File: config.mk
export PLATFORM = sky130hd
export DESIGN_NAME = power_meter_sentence_parser_top
export DESIGN_NICKNAME = d
export VERILOG_FILES = /design/src/pmsp_pkg.sv /design/src/power_meter_sentence_parser_top.sv /design/src/pmsp_num_step.sv /design/src/pmsp_result.sv /design/src/pmsp_parser.sv
export VERILOG_INCLUDE_DIRS = /design/src /design/src/src
export SDC_FILE = /design/constraint.sdc
export NUM_CORES = 1
export LEC_CHECK = 0
export ABC_AREA = 1
export BUFFER_PORTS_ARGS = -buffer_cell sky130_fd_sc_hd__buf_4
export CAP_MARGIN = 20
export CORE_ASPECT_RATIO = 1.4
export CORE_UTILIZATION = 60
export CTS_CLUSTER_DIAMETER = 200
export CTS_CLUSTER_SIZE = 10
export DETAILED_ROUTE_END_ITERATION = 8
export PLACE_DENSITY = 0.87
export SLEW_MARGIN = 15
export SYNTH_ARGS = -nofsm -noshare
export SYNTH_HDL_FRONTEND = slang
export SYNTH_HIERARCHICAL = 1
export SYNTH_SLANG_ARGS = --single-unit
File: constraint.sdc
create_clock -name clk -period 10.6 [get_ports clk]
set_input_delay 0 -clock clk [delete_from_list [all_inputs] [get_ports clk]]
set_output_delay 0 -clock clk [all_outputs]
set_load 0.1 [all_outputs]
File: src/assert_macros.svh
`ifndef ASSERT_MACROS_SVH
`define ASSERT_MACROS_SVH

// Clocked assertion, disabled while reset is asserted
`define ASSERT_CLK(lbl, prop, msg) \
	lbl: assert property (@(posedge clk) disable iff (!arst_n) (prop)) else $error(msg);

// Implication checked on every clock edge, disabled during reset
`define ASSERT_IMPL(lbl, pre, post, msg) \
	lbl: assert property (@(posedge clk) disable iff (!arst_n) (pre) |-> (post)) else $error(msg);

// Implication with the consequent checked in the next cycle
`define ASSERT_NEXT(lbl, pre, post, msg) \
	lbl: assert property (@(posedge clk) disable iff (!arst_n) (pre) |=> (post)) else $error(msg);

`endif

File: src/pmsp_pkg.sv
package pmsp_pkg;

	// Framing and field characters
	localparam logic [7:0] CH_CR    = 8'h0D;
	localparam logic [7:0] CH_LF    = 8'h0A;
	localparam logic [7:0] CH_START = 8'h24;
	localparam logic [7:0] CH_NUL   = 8'h00;
	localparam logic [7:0] CH_M     = 8'h6D;
	localparam logic [7:0] CH_COMMA = 8'h2C;
	localparam logic [7:0] CH_SP    = 8'h20;
	localparam logic [7:0] CH_TAB   = 8'h09;
	localparam logic [7:0] CH_PLUS  = 8'h2B;
	localparam logic [7:0] CH_MINUS = 8'h2D;
	localparam logic [7:0] CH_DOT   = 8'h2E;
	localparam logic [7:0] CH_ZERO  = 8'h30;
	localparam logic [7:0] CH_NINE  = 8'h39;

	// Magnitude saturation point, 2^31
	localparam logic [31:0] MAG_SAT = 32'h8000_0000;
	localparam logic [31:0] POS_MAX = 32'h7FFF_FFFF;

	// Default maximum frame length
	localparam int FRAME_LEN_DEF = 64;

	// Status codes
	localparam logic [1:0] STAT_OK       = 2'd0;
	localparam logic [1:0] STAT_NO_M     = 2'd1;
	localparam logic [1:0] STAT_NO_COMMA = 2'd2;
	localparam logic [1:0] STAT_BAD_NUM  = 2'd3;

	// Number parse phases, one-hot
	typedef enum logic [7:0] {
		PH_LEAD = 8'b0000_0001,
		PH_WS   = 8'b0000_0010,
		PH_SIGN = 8'b0000_0100,
		PH_INT  = 8'b0000_1000,
		PH_DOT  = 8'b0001_0000,
		PH_FRAC = 8'b0010_0000,
		PH_DONE = 8'b0100_0000,
		PH_FAIL = 8'b1000_0000
	} phase_t;

	// Running state of the numeric field
	typedef struct packed {
		phase_t      phase;
		logic        neg;
		logic [31:0] accum;
		logic [1:0]  frac;
	} num_t;

	localparam num_t NUM_CLEAR = '{phase: PH_LEAD, neg: 1'b0, accum: 32'd0, frac: 2'd0};

	// One result item
	typedef struct packed {
		logic [1:0]         status;
		logic signed [31:0] milli;
		logic               ok;
	} res_t;

	localparam int RES_W = $bits(res_t);

	// Scale that turns the kept digits into milli-units
	function automatic logic [9:0] frac_scale(input logic [1:0] frac);
		logic [9:0] s;
		unique case (frac)
			2'd0: s = 10'd1000;
			2'd1: s = 10'd100;
			2'd2: s = 10'd10;
			2'd3: s = 10'd1;
		endcase
		return s;
	endfunction

endpackage

File: src/power_meter_sentence_parser_top.sv
// Power meter sentence parser. Takes one UART byte per transfer and gives one result per
// complete frame ('$' ... CR LF): the decimal field between the last comma before the
// first 'm' and that 'm', in milli-units, with a status code. A byte is registered in the
// input register and parsed from there; a result is registered in the output register
// when its LF is parsed. One byte per cycle is sustained while no result is stuck, set by the
// combinational parse step (accumulate times ten plus digit) between input and output
// registers. While a result waits in the output register and is not taken, the input
// register keeps any byte it holds and, once full, accepts no further transfer until it goes out.
`include "assert_macros.svh"

module power_meter_sentence_parser_top
	import pmsp_pkg::*;
#(
	parameter int FRAME_LEN = FRAME_LEN_DEF
) (
	input  logic        clk,
	input  logic        arst_n,
	input  logic        s_tvalid,
	output logic        s_tready,
	input  logic [7:0]  s_tdata,   // [7:0] rx_byte
	output logic        m_tvalid,
	input  logic        m_tready,
	output logic [39:0] m_tdata    // [0] value_ok, [32:1] power_milli, [34:33] status_code
);

	logic       valid_s1;
	logic [7:0] byte_s1;
	logic       advance;
	logic       en;
	logic       res_valid;
	res_t       res;
	logic       out_valid_q;
	res_t       out_res_q;

	// Parse proceeds unless a result is stuck in the output register
	assign advance  = !(out_valid_q && !m_tready);
	assign s_tready = advance || !valid_s1;
	assign en       = valid_s1 && advance;

	// Input register
	always_ff @(posedge clk or negedge arst_n) begin
		if (!arst_n) begin
			valid_s1 <= 1'b0;
		end else if (s_tready) begin
			valid_s1 <= s_tvalid;
		end
	end

	always_ff @(posedge clk) begin
		if (s_tvalid && s_tready) begin
			byte_s1 <= s_tdata;
		end
	end

	pmsp_parser #(
		.FRAME_LEN (FRAME_LEN)
	) u_parser (
		.clk       (clk),
		.arst_n    (arst_n),
		.en        (en),
		.c         (byte_s1),
		.res_valid (res_valid),
		.res       (res)
	);

	// Output register
	always_ff @(posedge clk or negedge arst_n) begin
		if (!arst_n) begin
			out_valid_q <= 1'b0;
		end else if (res_valid) begin
			out_valid_q <= 1'b1;
		end else if (m_tready) begin
			out_valid_q <= 1'b0;
		end
	end

	always_ff @(posedge clk) begin
		if (res_valid) begin
			out_res_q <= res;
		end
	end

	assign m_tvalid = out_valid_q;
	assign m_tdata  = {(40 - RES_W)'(0), out_res_q};

	// Checks
	`ASSERT_NEXT(a_hold_s1, m_tvalid && !m_tready && valid_s1, valid_s1 && $stable(byte_s1), "input stage moved while output stalled")
	`ASSERT_IMPL(a_ready_low, !s_tready, valid_s1 && m_tvalid && !m_tready, "input stalled without a waiting result")
	`ASSERT_IMPL(a_res_on_lf, res_valid, en && byte_s1 == CH_LF, "result produced without a processed LF")

endmodule

File: src/pmsp_num_step.sv
module pmsp_num_step
	import pmsp_pkg::*;
(
	input  num_t       cur,
	input  logic [7:0] c,
	output num_t       nxt
);

	logic        digit;
	logic        space;
	logic        white;
	logic [35:0] acc_mul;
	logic [31:0] acc_add;
	phase_t      ph;

	assign digit = (c >= CH_ZERO) && (c <= CH_NINE);
	assign space = (c == CH_SP);
	assign white = space || ((c >= CH_TAB) && (c <= CH_CR));

	// accum * 10 + digit, saturated at 2^31
	assign acc_mul = ({4'd0, cur.accum} << 3) + ({4'd0, cur.accum} << 1) + {32'd0, c[3:0]};
	assign acc_add = (acc_mul > {4'd0, MAG_SAT}) ? MAG_SAT : acc_mul[31:0];

	// leading spaces are skipped; anything else starts the white space phase
	assign ph = (cur.phase == PH_LEAD) ? PH_WS : cur.phase;

	always_comb begin
		nxt = cur;
		if (!(cur.phase == PH_LEAD && space)) begin
			nxt.phase = ph;
			unique case (ph)
				PH_WS: begin
					if (white) begin
						nxt.phase = PH_WS;
					end else if (c == CH_PLUS || c == CH_MINUS) begin
						nxt.neg   = (c == CH_MINUS);
						nxt.phase = PH_SIGN;
					end else if (digit) begin
						nxt.accum = acc_add;
						nxt.phase = PH_INT;
					end else if (c == CH_DOT) begin
						nxt.phase = PH_DOT;
					end else begin
						nxt.phase = PH_FAIL;
					end
				end
				PH_SIGN: begin
					if (digit) begin
						nxt.accum = acc_add;
						nxt.phase = PH_INT;
					end else if (c == CH_DOT) begin
						nxt.phase = PH_DOT;
					end else begin
						nxt.phase = PH_FAIL;
					end
				end
				PH_INT: begin
					if (digit) begin
						nxt.accum = acc_add;
					end else if (c == CH_DOT) begin
						nxt.phase = PH_FRAC;
					end else begin
						nxt.phase = PH_DONE;
					end
				end
				PH_DOT, PH_FRAC: begin
					if (digit) begin
						// digits past the third are dropped
						if (cur.frac != 2'd3) begin
							nxt.accum = acc_add;
							nxt.frac  = cur.frac + 2'd1;
						end
						nxt.phase = PH_FRAC;
					end else begin
						nxt.phase = (ph == PH_DOT) ? PH_FAIL : PH_DONE;
					end
				end
				default: begin
					// done or failed: rest of field ignored
				end
			endcase
		end
	end

endmodule

File: src/pmsp_result.sv
module pmsp_result
	import pmsp_pkg::*;
(
	input  num_t num,
	input  logic m_seen,
	input  logic comma_seen,
	output res_t res
);

	logic [41:0] mag;
	logic [31:0] mag_sat;
	logic [31:0] mag_pos;
	logic        num_ok;

	// Scale to milli-units and saturate the magnitude
	assign mag     = {10'd0, num.accum} * {32'd0, frac_scale(num.frac)};
	assign mag_sat = (mag > {10'd0, MAG_SAT}) ? MAG_SAT : mag[31:0];
	assign mag_pos = (mag_sat > POS_MAX) ? POS_MAX : mag_sat;
	assign num_ok  = (num.phase == PH_INT) || (num.phase == PH_FRAC) ||
	                 (num.phase == PH_DONE);

	always_comb begin
		res.ok     = 1'b0;
		res.milli  = 32'sd0;
		res.status = STAT_BAD_NUM;
		priority if (!m_seen) begin
			res.status = STAT_NO_M;
		end else if (!comma_seen) begin
			res.status = STAT_NO_COMMA;
		end else if (num_ok) begin
			res.ok     = 1'b1;
			res.status = STAT_OK;
			res.milli  = num.neg ? $signed(32'd0 - mag_sat) : $signed(mag_pos);
		end else begin
			res.status = STAT_BAD_NUM;
		end
	end

endmodule

File: src/pmsp_parser.sv
module pmsp_parser
	import pmsp_pkg::*;
#(
	parameter int FRAME_LEN = FRAME_LEN_DEF
) (
	input  logic       clk,
	input  logic       arst_n,
	input  logic       en,
	input  logic [7:0] c,
	output logic       res_valid,
	output res_t       res
);

	localparam int CNT_W = $clog2(FRAME_LEN);

	logic [CNT_W-1:0] count_q;
	logic             cr_q;
	logic             ended_q;
	logic             m_q;
	logic             comma_q;
	num_t             num_q;
	num_t             num_fed;
	logic             idle;
	logic             last_slot;

	pmsp_num_step u_num_step (
		.cur (num_q),
		.c   (c),
		.nxt (num_fed)
	);

	pmsp_result u_result (
		.num        (num_q),
		.m_seen     (m_q),
		.comma_seen (comma_q),
		.res        (res)
	);

	assign idle      = (count_q == '0);
	assign last_slot = (count_q == CNT_W'(FRAME_LEN - 1));
	assign res_valid = en && !idle && cr_q && (c == CH_LF);

	// Framing and field tracking, one byte per cycle while en is high
	always_ff @(posedge clk or negedge arst_n) begin
		if (!arst_n) begin
			count_q <= '0;
			cr_q    <= 1'b0;
			ended_q <= 1'b0;
			m_q     <= 1'b0;
			comma_q <= 1'b0;
			num_q   <= NUM_CLEAR;
		end else if (en) begin
			if (idle) begin
				if (c == CH_START) begin
					count_q <= CNT_W'(1);
					cr_q    <= 1'b0;
					ended_q <= 1'b0;
					m_q     <= 1'b0;
					comma_q <= 1'b0;
					num_q   <= NUM_CLEAR;
				end
			end else if (cr_q || last_slot) begin
				// frame complete, dropped, or too long: back to idle (a CR in the last slot is still taken)
				count_q <= '0;
				cr_q    <= 1'b0;
				ended_q <= 1'b0;
				m_q     <= 1'b0;
				comma_q <= 1'b0;
				num_q   <= NUM_CLEAR;
				if (!cr_q && c == CH_CR) begin
					count_q <= count_q;
					cr_q    <= 1'b1;
					ended_q <= ended_q;
					m_q     <= m_q;
					comma_q <= comma_q;
					num_q   <= num_q;
				end
			end else if (c == CH_CR) begin
				cr_q <= 1'b1;
			end else begin
				count_q <= count_q + CNT_W'(1);
				if (!ended_q && !m_q) begin
					priority if (c == CH_NUL) begin
						ended_q <= 1'b1;
					end else if (c == CH_M) begin
						m_q <= 1'b1;
					end else if (c == CH_COMMA) begin
						comma_q <= 1'b1;
						num_q   <= NUM_CLEAR;
					end else if (comma_q) begin
						num_q <= num_fed;
					end else begin
						// text before the first comma is not parsed
						num_q <= num_q;
					end
				end
			end
		end
	end

endmodule

==> impl_metrics.ini <==
[drt]
drc = 0
via_count = 20040
wl_um = 59820
drtIter0Drc = 1707
vias_per_cell = 5.650
drt_first_pass_iters = 9
routedWlPerCell_um = 16.86
antenna_left = 0

[pwr]
ir_drop_mv = 0.1518
power_density_nw_per_um2 = 58.03
p_leak_nw = 12.47

[global_route]
antenna_found_initial = 0
grt_max_degree = 56
grt-ovfl-total = 0
first_global_vias = 19620
grt_pass1_wl_um = 95990
grt_use_total_pct = 36.01

[synthesis]
yosysWarnings = 6
synth_top_area_cell = fa_1
avgSynthCellArea_um2 = 6.538
ys_ff_latch = 98
synth_ff_type = dfrtp_1
yosysMostFrequentCell = nand2_1
synth_cell_types = 62
synth.cell_area_um2 = 20140
yosysSeqAreaShare_pct = 13.25
synthTopCellsByArea = fa_1 (19%), nand2_1 (19%), inv_1 (11%), ha_1 (11%), dfrtp_1 (6.7%)
synthCells = 3080
synth_common_cells = nand2_1 (1,008), inv_1 (595), nor2_1 (333)
yosysTopAreaCellShare_pct = 18.99
synth_edf_count = 43
synth-async-reset-ratio_pct = 56.12

[worst_setup_path]
rr_startpoint = u_parser/num_q[0]
cp-end-kind = register
reg2reg_depth = 38
critPathMaxFanout = 38
reg2reg_slack_ns = 1.87
slowest_delay_ns = 0.75
critPathArrivalTime_ns = 8.85
cpMostUsedCell = nand2_1
critical_path_required_ns = 10.72
start_kind = register
worstSetupPathType = register to register
crit_slowest_cell = inv_1
crit_family = simple AND/OR/NAND/NOR gates
reg2reg_to = m_tdata[23]
worst-path-buf-inv = 4

[die]
core_area_um2 = 33110
die_y_um = 218.8
io_pins = 54
rows = 79
chipWidth_um = 156.8
die-area_um2 = 34310
start_util_pct = 60.82

[clock_tree]
cts_tree = yes
post_cts_buffers = 0
cts_max_path_buffers = 2
htreeDepth = 3
cts_root_buf = clkbuf_16
cts_buffers = 9
clk_latency_ns = 0.38
clkTransAtPathRegs_ns = 0.08
clock_sinks = 98

[finish]
final_layout_size_suffix_gt1_share_pct = 5.609
diodes = 0
area.growth.synth_to_final_pct = 5.188
final_nets = 3478
fill_cells = 2968

[timing]
period_minus_slack_ns = 8.731
min_period_over_period_pct = 82.37
fin_ws_ns = 1.869
maxSlewHeadroom_pct = 26.35
rsz0062_at_grt = false
fin_worst_skew_ns = 0.01507
fmax_mhz = 114.5
tightest_slew_ns = 1.102
hold_viol = 0
tns_ns = 0
drv_slew = 0
setup-violations-final = 0

[placed_design]
gp_congestion = 1.029
port_buffers = 48
dpl.hpwl_um = 49130
detailedPlace.worstSlack_ns = 2.052

[outcome]
outcome = completed

[job]
drv_cap = 0

[hold_path]
holdCritPathClass = input port to asynchronous set/reset pin
## registers in the layout, summed over array words and instances, names as in the netlist
| name | flops |
|---|---|
| u_parser/comma_q | 1 |
| u_parser/count_q | 6 |
| u_parser/ended_q | 1 |
| byte_s1 | 8 |
| u_parser/m_q | 1 |
| valid_s1 | 1 |
| u_parser/cr_q | 1 |
| m_tdata | 35 |
| m_tvalid | 1 |
| u_parser/num_q | 43 |
## area by class of cell
cell class | instances | area, um2 | share of cell area [%]
multi-input combinational | 2303 | 14800 | 69.85
sequential | 98 | 2669 | 12.60
inverter | 618 | 2322 | 10.96
tap | 445 | 556.8 | 2.628
timing repair buffer | 67 | 533.0 | 2.516
clock buffer | 9 | 225.2 | 1.063
clock inverter | 7 | 81.33 | 0.3839
## through the flow
stage,cells,power (W),cell area (um2),utilization [%],hold slack (ns)
after floorplan,3084,0.0007947,20150,-,-0.2956
after global placement,3519,0.0008591,20760,62.68,0.08385
after detailed placement,3519,0.0008740,20760,62.68,0.09534
after CTS,3547,0.001215,21180,63.97,0.2374
after global routing,3547,0.001283,21180,63.97,0.2707
final,3547,0.001229,21180,63.97,0.2147
## how the worst max path moves through the flow
stage	from	endpoint	slack (ns)	cells past startpoint
global route	u_parser/num_q[0]	m_tdata[23]	1.28	38
CTS	u_parser/num_q[0]	m_tdata[31]	2.03	38
finish	u_parser/num_q[0]	m_tdata[23]	1.87	38
global placement	u_parser/num_q[0]	m_tdata[23]	2.25	38
floorplan	u_parser/num_q[1]	m_tdata[19]	3.29	36
detailed placement	u_parser/num_q[0]	m_tdata[23]	2.05	38
## layout by cell type (no fill, tap or decap), types with 13 or more instances in the layout
| master | Yosys | routed |
|---|---|---|
| nand2_2 | 21 | 21 |
| a21oi_1 | 84 | 84 |
| inv_2 | 16 | 16 |
| ha_1 | 178 | 178 |
| nor3_1 | 22 | 22 |
| o21ai_0 | 74 | 74 |
| nand4_1 | 81 | 81 |
| xor2_1 | 19 | 19 |
| buf_4 | 8 | 55 |
| xnor2_1 | 14 | 14 |
| nand3_2 | 13 | 13 |
| edfxtp_1 | 43 | 43 |
| nand3_1 | 126 | 126 |
| inv_1 | 595 | 595 |
| nand3b_1 | 17 | 17 |
| nand2_1 | 1008 | 1008 |
| dfrtp_1 | 54 | 54 |
| fa_1 | 191 | 191 |
| nor2_2 | 16 | 16 |
| o21bai_1 | 14 | 14 |
| nor2_1 | 333 | 332 |
## cell families (layout without fill, tap and decap cells)
kind of cell | after synthesis | after routing | share of synthesized area (%)
xor+xnor | 35 | 35 | 1.597
compound gates | 228 | 228 | 6.673
flops | 98 | 98 | 13.25
simple gates | 1666 | 1666 | 35.02
fa+ha+maj | 369 | 369 | 30.05
buf+inv | 683 | 701 | 13.39
other cells | 1 | 5 | 0.01862
## power breakdown
part | leakage [nW] | total (W) | internal [W] | switching [W]
logic | 11.1 | 0.000457 | 0.000107 | 0.000350
registers | 1.23 | 0.000430 | 0.000411 | 0.0000190
clock network | 0.149 | 0.000342 | 0.000168 | 0.000174
## metal layers
layer	GRT usage, %	wire length [um]
met5	0	0
met4	24.80	4553
met3	3.969	3485
met2	65.27	30270
met1	38.96	21500
## timing repair
item,in CTS,in global routing
gates resized for setup,0,0
hold buffers,12,0
hold endpoints to repair,64,0
Power figures use the tool's default switching activity.
